## src/remote_control_frame_parser_top_assert.svh

```systemverilog
// Assertion macros for the remote control frame parser.
`ifndef REMOTE_CONTROL_FRAME_PARSER_TOP_ASSERT_SVH
`define REMOTE_CONTROL_FRAME_PARSER_TOP_ASSERT_SVH

// Check that cons holds in the same cycle as ante.
`define RCFP_ASSERT_SAME(label, ante, cons, msg) \
  label: assert property (@(posedge clk_i) disable iff (!rst_ni) (ante) |-> (cons)) \
    else $error(msg);

// Check that cons holds in the cycle after ante.
`define RCFP_ASSERT_NEXT(label, ante, cons, msg) \
  label: assert property (@(posedge clk_i) disable iff (!rst_ni) (ante) |=> (cons)) \
    else $error(msg);

`endif

```

## src/rcfp_pkg.sv

```systemverilog
// Types, constants and the CRC-8 byte step for the remote control frame parser.
package rcfp_pkg;

  localparam int unsigned FrameLen  = 14;
  localparam int unsigned IdxW      = $clog2(FrameLen);
  localparam int unsigned LastIdx   = FrameLen - 1;
  localparam int unsigned CrcIdx    = 12;
  localparam int unsigned CrcLastIdx = 11;
  localparam int unsigned NumButtons = 9;

  localparam logic [7:0] HeaderReset = 8'hAA;
  localparam logic [7:0] TailReset   = 8'hBB;
  localparam logic [7:0] CrcPoly     = 8'h07;
  localparam logic [NumButtons-1:0] AlignKeep = 9'h010;

  // Result status codes.
  typedef enum logic [1:0] {
    STATUS_GOOD     = 2'd0,
    STATUS_BAD_TAIL = 2'd1,
    STATUS_BAD_CRC  = 2'd2
  } status_e;

  // Configuration register indexes.
  typedef enum logic [1:0] {
    CFG_HEADER = 2'd0,
    CFG_TAIL   = 2'd1,
    CFG_ALIGN  = 2'd2
  } cfg_idx_e;

  // Fold one byte into a CRC-8, MSB first, no reflection.
  function automatic logic [7:0] crc8_byte(input logic [7:0] crc, input logic [7:0] data);
    logic [7:0] c;
    c = crc ^ data;
    for (int b = 0; b < 8; b++) begin
      if (c[7]) begin
        c = {c[6:0], 1'b0} ^ CrcPoly;
      end else begin
        c = {c[6:0], 1'b0};
      end
    end
    return c;
  endfunction

endpackage

```

## src/remote_control_frame_parser_top.sv

```systemverilog
// Remote control frame parser: byte collector, running CRC-8 and result register.
//
// Input channel: rx_byte_i with rx_valid_i / rx_stall_o, one byte per request.
// Output channel: one decoded request per 14-byte frame on the *_o fields with
// out_valid_o / out_stall_i. Configuration: cfg_we_i, cfg_index_i, cfg_data_i.
// Bytes are dropped until one equals the header register; then 14 bytes are
// collected with no resync. The tail byte (byte 13) is checked first, then a
// CRC-8 over bytes 1..11 against byte 12. Bad frames report status only.
// Throughput: one byte per cycle unless stalled. The CRC is folded in byte
// by byte as the frame arrives, so the last byte needs only a tail and CRC
// compare. The registered result shows in the cycle after the last byte.
// Stall: while a result waits, bytes that do not close a frame are still
// taken; only the closing byte is held off until the result leaves.
// Reset: byte count, CRC, button history and output valid clear; header and
// tail registers return to 0xAA and 0xBB, align mode to off.
`include "remote_control_frame_parser_top_assert.svh"

module remote_control_frame_parser_top
  import rcfp_pkg::*;
(
  input  logic                  clk_i,
  input  logic                  rst_ni,
  // configuration write port
  input  logic                  cfg_we_i,
  input  logic [1:0]            cfg_index_i,
  input  logic [7:0]            cfg_data_i,
  // byte input
  input  logic                  rx_valid_i,
  output logic                  rx_stall_o,
  input  logic [7:0]            rx_byte_i,
  // result output
  output logic                  out_valid_o,
  input  logic                  out_stall_i,
  output logic [1:0]            frame_status_o,
  output logic signed [15:0]    left_x_o,
  output logic signed [15:0]    left_y_o,
  output logic signed [15:0]    right_x_o,
  output logic signed [15:0]    right_y_o,
  output logic                  left_stick_press_o,
  output logic                  right_stick_press_o,
  output logic [NumButtons-1:0] button_levels_o,
  output logic [NumButtons-1:0] release_events_o
);

  // Configuration registers
  logic [7:0] header_q;
  logic [7:0] tail_q;
  logic       align_q;

  // Frame state
  logic [IdxW-1:0]       fill_q, fill_d;
  logic [7:0]            crc_q, crc_d;
  logic [NumButtons-1:0] prev_buttons_q, prev_buttons_d;
  logic [7:0]            frame_q [FrameLen];

  // Result register
  logic                  out_valid_q, out_valid_d;
  logic [1:0]            status_q, status_d;
  logic [15:0]           lx_q, lx_d, ly_q, ly_d, rx_q, rx_d, ry_q, ry_d;
  logic                  lpress_q, lpress_d, rpress_q, rpress_d;
  logic [NumButtons-1:0] levels_q, levels_d, release_q, release_d;

  logic rx_accept;
  logic out_accept;
  logic last_byte;
  logic store_en;
  logic [NumButtons-1:0] levels_new;
  logic [NumButtons-1:0] released_new;

  // Hold off only the frame-closing byte while a result waits
  assign last_byte  = (fill_q == IdxW'(LastIdx));
  assign rx_stall_o = out_valid_q && out_stall_i && last_byte;
  assign rx_accept  = rx_valid_i && !rx_stall_o;
  assign out_accept = out_valid_q && !out_stall_i;
  assign store_en   = rx_accept && !last_byte &&
                      ((fill_q != '0) || (rx_byte_i == header_q));

  // Decode the collected frame
  assign levels_new   = {frame_q[10][0], frame_q[11]};
  assign released_new = prev_buttons_q & ~levels_new &
                        (align_q ? AlignKeep : {NumButtons{1'b1}});

  // Next frame state and result
  always_comb begin
    fill_d         = fill_q;
    crc_d          = crc_q;
    prev_buttons_d = prev_buttons_q;
    out_valid_d    = out_valid_q && !out_accept;
    status_d       = status_q;
    lx_d           = lx_q;
    ly_d           = ly_q;
    rx_d           = rx_q;
    ry_d           = ry_q;
    lpress_d       = lpress_q;
    rpress_d       = rpress_q;
    levels_d       = levels_q;
    release_d      = release_q;

    if (store_en) begin
      fill_d = fill_q + 1'b1;
      if (fill_q == '0) begin
        crc_d = '0;
      end else if (fill_q <= IdxW'(CrcLastIdx)) begin
        crc_d = crc8_byte(crc_q, rx_byte_i);
      end
    end

    if (rx_accept && last_byte) begin
      fill_d      = '0;
      out_valid_d = 1'b1;
      lx_d        = '0;
      ly_d        = '0;
      rx_d        = '0;
      ry_d        = '0;
      lpress_d    = 1'b0;
      rpress_d    = 1'b0;
      levels_d    = '0;
      release_d   = '0;
      priority if (rx_byte_i != tail_q) begin
        status_d = STATUS_BAD_TAIL;
      end else if (crc_q != frame_q[CrcIdx]) begin
        status_d = STATUS_BAD_CRC;
      end else begin
        status_d       = STATUS_GOOD;
        lx_d           = {frame_q[1], frame_q[2]};
        ly_d           = {frame_q[3], frame_q[4]};
        rx_d           = {frame_q[5], frame_q[6]};
        ry_d           = {frame_q[7], frame_q[8]};
        lpress_d       = frame_q[9][0];
        rpress_d       = frame_q[9][1];
        levels_d       = levels_new;
        release_d      = released_new;
        prev_buttons_d = levels_new;
      end
    end
  end

  // Configuration writes; drop writes to unknown indexes
  always_ff @(posedge clk_i or negedge rst_ni) begin
    if (!rst_ni) begin
      header_q <= HeaderReset;
      tail_q   <= TailReset;
      align_q  <= 1'b0;
    end else if (cfg_we_i) begin
      unique case (cfg_idx_e'(cfg_index_i))
        CFG_HEADER: header_q <= cfg_data_i;
        CFG_TAIL:   tail_q   <= cfg_data_i;
        CFG_ALIGN:  align_q  <= cfg_data_i[0];
        default: ;
      endcase
    end
  end

  // Control state
  always_ff @(posedge clk_i or negedge rst_ni) begin
    if (!rst_ni) begin
      fill_q         <= '0;
      crc_q          <= '0;
      prev_buttons_q <= '0;
      out_valid_q    <= 1'b0;
    end else begin
      fill_q         <= fill_d;
      crc_q          <= crc_d;
      prev_buttons_q <= prev_buttons_d;
      out_valid_q    <= out_valid_d;
    end
  end

  // Frame bytes and result payload
  always_ff @(posedge clk_i) begin
    if (store_en) begin
      frame_q[fill_q] <= rx_byte_i;
    end
    status_q  <= status_d;
    lx_q      <= lx_d;
    ly_q      <= ly_d;
    rx_q      <= rx_d;
    ry_q      <= ry_d;
    lpress_q  <= lpress_d;
    rpress_q  <= rpress_d;
    levels_q  <= levels_d;
    release_q <= release_d;
  end

  assign out_valid_o         = out_valid_q;
  assign frame_status_o      = status_q;
  assign left_x_o            = lx_q;
  assign left_y_o            = ly_q;
  assign right_x_o           = rx_q;
  assign right_y_o           = ry_q;
  assign left_stick_press_o  = lpress_q;
  assign right_stick_press_o = rpress_q;
  assign button_levels_o     = levels_q;
  assign release_events_o    = release_q;

  // Checks
  `RCFP_ASSERT_SAME(a_fill_range, 1'b1, fill_q <= IdxW'(LastIdx), "byte count out of range")
  `RCFP_ASSERT_NEXT(a_close_gives_result, rx_accept && last_byte, out_valid_q && fill_q == '0, "closing byte gave no result")
  `RCFP_ASSERT_SAME(a_bad_is_blank, out_valid_q && status_q != STATUS_GOOD, lx_q == '0 && levels_q == '0 && release_q == '0, "bad frame carries data")
  `RCFP_ASSERT_SAME(a_release_disjoint, out_valid_q, (release_q & levels_q) == '0, "released button still pressed")

endmodule

```

## config.mk

```make
export PLATFORM = sky130hd
export DESIGN_NAME = remote_control_frame_parser_top
export DESIGN_NICKNAME = d
export VERILOG_FILES = /design/src/rcfp_pkg.sv /design/src/remote_control_frame_parser_top.sv
export VERILOG_INCLUDE_DIRS = /design/src /design/src/src
export SDC_FILE = /design/constraint.sdc
export NUM_CORES = 1
export LEC_CHECK = 0
export BUFFER_PORTS_ARGS = -buffer_cell sky130_fd_sc_hd__buf_2
export CAP_MARGIN = 20
export CORE_ASPECT_RATIO = 0.9
export CORE_MARGIN = 2
export CORE_UTILIZATION = 28
export CTS_CLUSTER_DIAMETER = 200
export DETAILED_ROUTE_END_ITERATION = 10
export GPL_ROUTABILITY_DRIVEN = 0
export SLEW_MARGIN = 20
export SYNTH_ARGS = -nofsm -noshare
export SYNTH_HDL_FRONTEND = slang
export SYNTH_SLANG_ARGS = --single-unit
```

## constraint.sdc

```tcl
create_clock -name clk_i -period 12.4 [get_ports clk_i]
set_input_delay 1.24 -clock clk_i [delete_from_list [all_inputs] [get_ports clk_i]]
set_output_delay 1.24 -clock clk_i [all_outputs]
set_load 0.05 [all_outputs]
```

Yosys cells after proc, flatten, opt, wreduce, memory -nomap -nowiden
Memories as Yosys holds them, arrays and structs flattened. A register that Yosys moved wholly into a read port is not among the register bits.
Index checks and enable logic that the tools add are counted.
{ "totals": {"in_bits": 23, "elab_cells": 95, "ram_bits": 112, "n_memories": 1, "out_inout_bits": 88, "regBits": 59} }
{ "mem_list": {"columns": ["name", "words", "width", "read_ports", "rd_ports_with_merged_regs", "write_ports", "line_no", "rtl"], "rows": [
  ["frame_q", 14, 8, 12, 9, 1, "remote_control_frame_parser_top.sv:54", "logic [7:0] frame_q [FrameLen];"]
]} }
{ "classes": {"n_mux": 38, "n_addsub": 1, "bitwise": 14, "n_eq_ne": 6, "reduce_logical": 24, "magnitude_cmp": 1} }
{ "op_table": {"columns": ["cell", "count"], "rows": [
  ["8-bit 2-to-1 mux", 23],
  ["3-bit 2-to-1 mux", 8],
  ["3-bit NOT", 8],
  ["9-bit AND", 2],
  ["8-bit != test", 2],
  ["9-bit 2-to-1 mux", 1],
  ["9-bit NOT", 1],
  ["8-bit == test", 1],
  ["1-bit logical AND", 8],
  ["4-bit 2-to-1 mux", 2],
  ["2-bit AND reduction", 4],
  ["8-bit bitwise XOR", 1],
  ["4-bit by 1-bit adder with 4-bit output, second input constant", 1],
  ["4-bit == test, second input constant", 1],
  ["4-bit <= comparator, second input constant", 1],
  ["1-bit logical NOT", 4],
  ["4-bit logical NOT", 1],
  ["2-bit nonzero test", 2],
  ["4-bit nonzero test", 1],
  ["1-bit 2-to-1 mux", 3],
  ["3-bit AND reduction", 1],
  ["2-bit by 1-bit == test with 1-bit output, second input constant", 1],
  ["2-bit == test, second input constant", 1],
  ["2-bit logical NOT", 1],
  ["4 further kinds", 5]
]} }

Depth between registers and ports, before layout
{ "depth": {"ltp_word": 41, "depth_mapped": 7} }

Worst setup path before layout
Ideal clock, no wire load.
{ "synth_timing": {"path_type": "input-to-reg", "start": "input rx_valid_i", "end": "register prev_buttons_q[0]", "setup_slack_ns": 6.268, "arrival_ns": 6.001, "n_path_buf": 0, "t_required_ns": 12.270, "cell_stages": 4, "setup_time_ns": 0.130, "cell_sequence": "nand2_1 > nor3b_2 > nand2_2 > mux2_1"} }
{ "synth_between": {"elab_chain_len": 3} }
{ "synth_rtl": {"columns": ["element", "line_no", "rtl"], "rows": [
  ["from (decl)", "remote_control_frame_parser_top.sv:28", "input logic rx_valid_i,"],
  ["1-bit logical AND", "remote_control_frame_parser_top.sv:73", "assign rx_accept = rx_valid_i && !rx_stall_o;"],
  ["1-bit logical AND", "remote_control_frame_parser_top.sv:108", "if (rx_accept && last_byte) begin"],
  ["3-bit AND reduction (no source line)", null, null],
  ["to (signal assigned)", "remote_control_frame_parser_top.sv:164", "prev_buttons_q <= prev_buttons_d;"],
  ["to (decl)", "remote_control_frame_parser_top.sv:53", "logic [NumButtons-1:0] prev_buttons_q, prev_buttons_d;"]
]} }
Every way passes these cells.
A chain may end at the register's enable or synchronous reset.

Worst setup path in the final report
{ "layout_timing": {"start": "input rx_valid_i", "end": "register prev_buttons_q[7]"} }
Same word-level chain as after synthesis.

==> key figures <==
GRT
  • GRT Util Overall: 10.5%
  • Vias in the first global route: 4015
  • M2 GR Usage: between 10% and 20%
  • Top Usage Layer GRT: met2
  • Pin count of the biggest net entering global routing: between 70 and 80
  • Total gr overflow: 0
  • Met1 GRT Util: a little over an eighth
  • Global-route wire length before repair: between 20000 and 25000 um
  • Initial antenna violation count: 1
  • Met3 Use GR: approximately 2.7%

Place
  • Port Buffers: 110
  • Dpl ws: approximately 8.1 ns
  • Cell Area, Placed: 8880 um2
  • Post-DP HPWL: around 9900 um

Routing
  • Routed WL per cell: 16.3 um
  • Vias post-DR: 4016
  • TritonRoute pass-1 iters: 4
  • Post-DRT Antenna Nets: 0
  • Total Wirelength: about 16000 um
  • Vias per inst: 4.18
  • DRC errors left: 0
  • DR iter-0 viols: 278

Clocking
  • CTS buffer count: 23
  • CTS max path bufs: 3
  • Root buffer cell: clkbuf_16
  • Post-cts resize count: 0
  • Clock sink total: between 200 and 250
  • H-tree depth: 1
  • TritonCTS clock tree: built
  • Post-CTS Hold Fix Bufs: 0
  • Clock Latency Late Sink: roughly 0.50 ns
  • Post-CTS setup buffers: 0
  • Clk slew on worst S/H paths: 0.06 ns

Logic synthesis
  • Ys flop type: edfxtp_1
  • Post-synth top cells: edfxtp_1 (169), and2_1 (83), xnor2_1 (39)
  • Post-Syn Instances: 461
  • Most frequent cell after synthesis: edfxtp_1
  • Synthesized area per cell: between 15 and 20 um2
  • Ys async rst share: 18.8%
  • Net count after synthesis: 488
  • Yosys cell types: 38
  • Yosys top cell area share: 64.0%
  • Seq/Total Area, Yosys: 76.5%
  • Synth Cell Area: around 7900 um2
  • Dominant cells by area after synthesis: edfxtp_1 (64%), dfrtp_1 (9.2%), and2_1 (6.5%)
  • Number of synthesized flops with an enable pin: 169
  • Dominant cell type by area after synthesis: edfxtp_1
  • Yosys reg bits: 208
  • Yosys warns: 0

Floorplan
  • Die width: ~180 um
  • Ports: approximately 110
  • Die H: around 160 um
  • Starting Density: between 20% and 30%
  • Core ar.: 27900 um2
  • Row Count: 58
  • Area of the die: about 30000 um2

Finish
  • Layout cells sized above 1: 29.7%
  • # fillers: 2713
  • Cell area after layout: around 9600 um2
  • Storage cell area: between 6000 and 7000 um2
  • Nets: 610
  • Area Overhead vs Synth: 21.0%
  • Multi-input gate area: 1790 um2

STA
  • Tcrit/Tclk final: 25.8%
  • Rel. slew slack: 34.0%
  • Fin. Hold Viols: 0
  • Worst-margin pin slew: between 0.9 and 1 ns
  • RSZ-0062 raised after global routing: false
  • Min setup slack post-route: about 9.2 ns
  • Max Freq: 313 MHz
  • Max Slew Vio Count: 0
  • Final setup viols: 0
  • Max Clock Skew: roughly 0.013 ns
  • Setup TNS: 0 ns
  • Fin crit period: roughly 3.2 ns
  • WHS: a little under 0.5 ns

Critical path
  • Reg-to-Reg End: prev_buttons_q[7]$_DFFE_PN0P_
  • Worst Reg-to-Reg Cells: 7
  • WS Path Type: input pin to flip-flop
  • Crit path capture type: flip-flop
  • Nature of the critical path startpoint: input pin
  • Worst path required time: around 13 ns
  • Max FO, Critical Path: between 60 and 70
  • RR Startpoint: fill_q[1]$_DFFE_PN0P_
  • Worst EP arrival: 3.58 ns
  • Reg2Reg Setup Slack: roughly 9.4 ns

Hold path
  • Worst Hold Endpoint: prev_buttons_q[3]$_DFFE_PN0P_
  • Hold path cells: 1
  • Min-delay src: prev_buttons_q[3]$_DFFE_PN0P_
  • Hold Path Class: flip-flop to flip-flop

Power and ir drop
  • Static Leak: about 3.3 nW
  • Pwr dens: slightly below 200 nW/um2
  • Maximum vdd drop: a little under 0.00008 V

Run
  • Max_cap viols: 0

Status
  • Status: finished clean
-- cell families (layout without fill, tap and decap cells) --
group / Yosys count / count (layout) / synth area share (%)
flops: 208 / 208 / 76.5
simple gates: 142 / 142 / 11.4
mux: 27 / 27 / 3.84
xor+xnor: 45 / 45 / 5.15
buf+inv: 18 / 156 / 1.03
fa+ha+maj: 4 / 4 / 0.631
compound gates: 17 / 17 / 1.52
other cells: 0 / 1 / 0
-- flip-flops by register name, summed over array words and instances (netlist names) --
register and count:
fill_q 4, tail_q 8, align_q 1, left_y_o 16, button_levels_o 9, header_q 8
right_x_o 16, crc_q 8, release_events_o 9, left_x_o 16, frame_status_o 2, right_stick_press_o 1
right_y_o 16, frame_q 83, out_valid_o 1, prev_buttons_q 9, left_stick_press_o 1
-- layer usage --
layer | share of wire (%) | up-vias | wire length (um)
met4 | 2.1 | 0 | 331
met5 | 0 | - | 0
met3 | 5.1 | 25 | 793
li1 | - | 1923 | -
met2 | 48 | 92 | 7540
met1 | 45 | 1976 | 7020
-- report_power, final --
part	total, mW	leakage, nW	internal (mW)	switching [mW]
Combinational	0.337	1.08	0.134	0.202
Clock	0.631	0.338	0.370	0.262
Sequential	0.883	1.86	0.836	0.0464
-- critical path, cell delays in order --
cell and delay [ns]:
buf_2 0.15, nand2_1 0.18, nor3b_4 0.46, buf_4 0.77
nand2_2 0.33, mux2_1 0.40
-- cells in the final DEF, fill, tap and decap left out, types with 5 or more instances in the layout --
| cell type | count |
|---|---|
| dfrtp_1 | 29 |
| buf_2 | 110 |
| and3_1 | 6 |
| dfstp_2 | 10 |
| nor3b_1 | 9 |
| clkbuf_1 | 7 |
| edfxtp_1 | 169 |
| mux2_2 | 18 |
| nand2_1 | 6 |
| nand4_1 | 7 |
| xor2_1 | 5 |
| nor2_1 | 6 |
| mux2_1 | 9 |
| and2_1 | 83 |
| clkbuf_16 | 23 |
| xnor2_1 | 39 |
-- cell type report --
class	instances	area share (%)
clock buffers	31	6.42
inverters	2	0.0782
multi-input cells	235	18.7
repair buffers	113	6.01
clock inverters	10	0.887
diodes	1	0.0261
well taps	360	4.69
flip-flops and latches	208	63.2
-- metrics by stage --
| step | power [mW] | instances | util, % |
|---|---|---|---|
| 2_1_floorplan | 1.16 | 461 | - |
| 3_3_place_gp | 1.23 | 917 | 31.9 |
| 3_5_place_dp | 1.24 | 917 | 31.9 |
| 4_1_cts | 1.87 | 958 | 34.4 |
| 5_1_grt | 1.94 | 959 | 34.4 |
| 6_report | 1.85 | 960 | 34.4 |
-- worst max-delay path by stage --
stage                            start                                 to  slack (ns)  cells after the start
final                       rx_valid_i      prev_buttons_q[7]$_DFFE_PN0P_        9.21                      6
after global routing      rx_byte_i[2]  release_events_o[3]$_SDFFCE_PP0P_        8.96                      7
after global placement      rx_valid_i      prev_buttons_q[8]$_DFFE_PN0P_        8.18                      6
after detailed placement    rx_valid_i      prev_buttons_q[4]$_DFFE_PN0P_        8.06                      6
after CTS                   rx_valid_i      prev_buttons_q[4]$_DFFE_PN0P_        8.59                      6
after floorplan             rx_valid_i      prev_buttons_q[0]$_DFFE_PN0P_        6.27                      4
No activity file was read; power rests on OpenSTA's default activity.
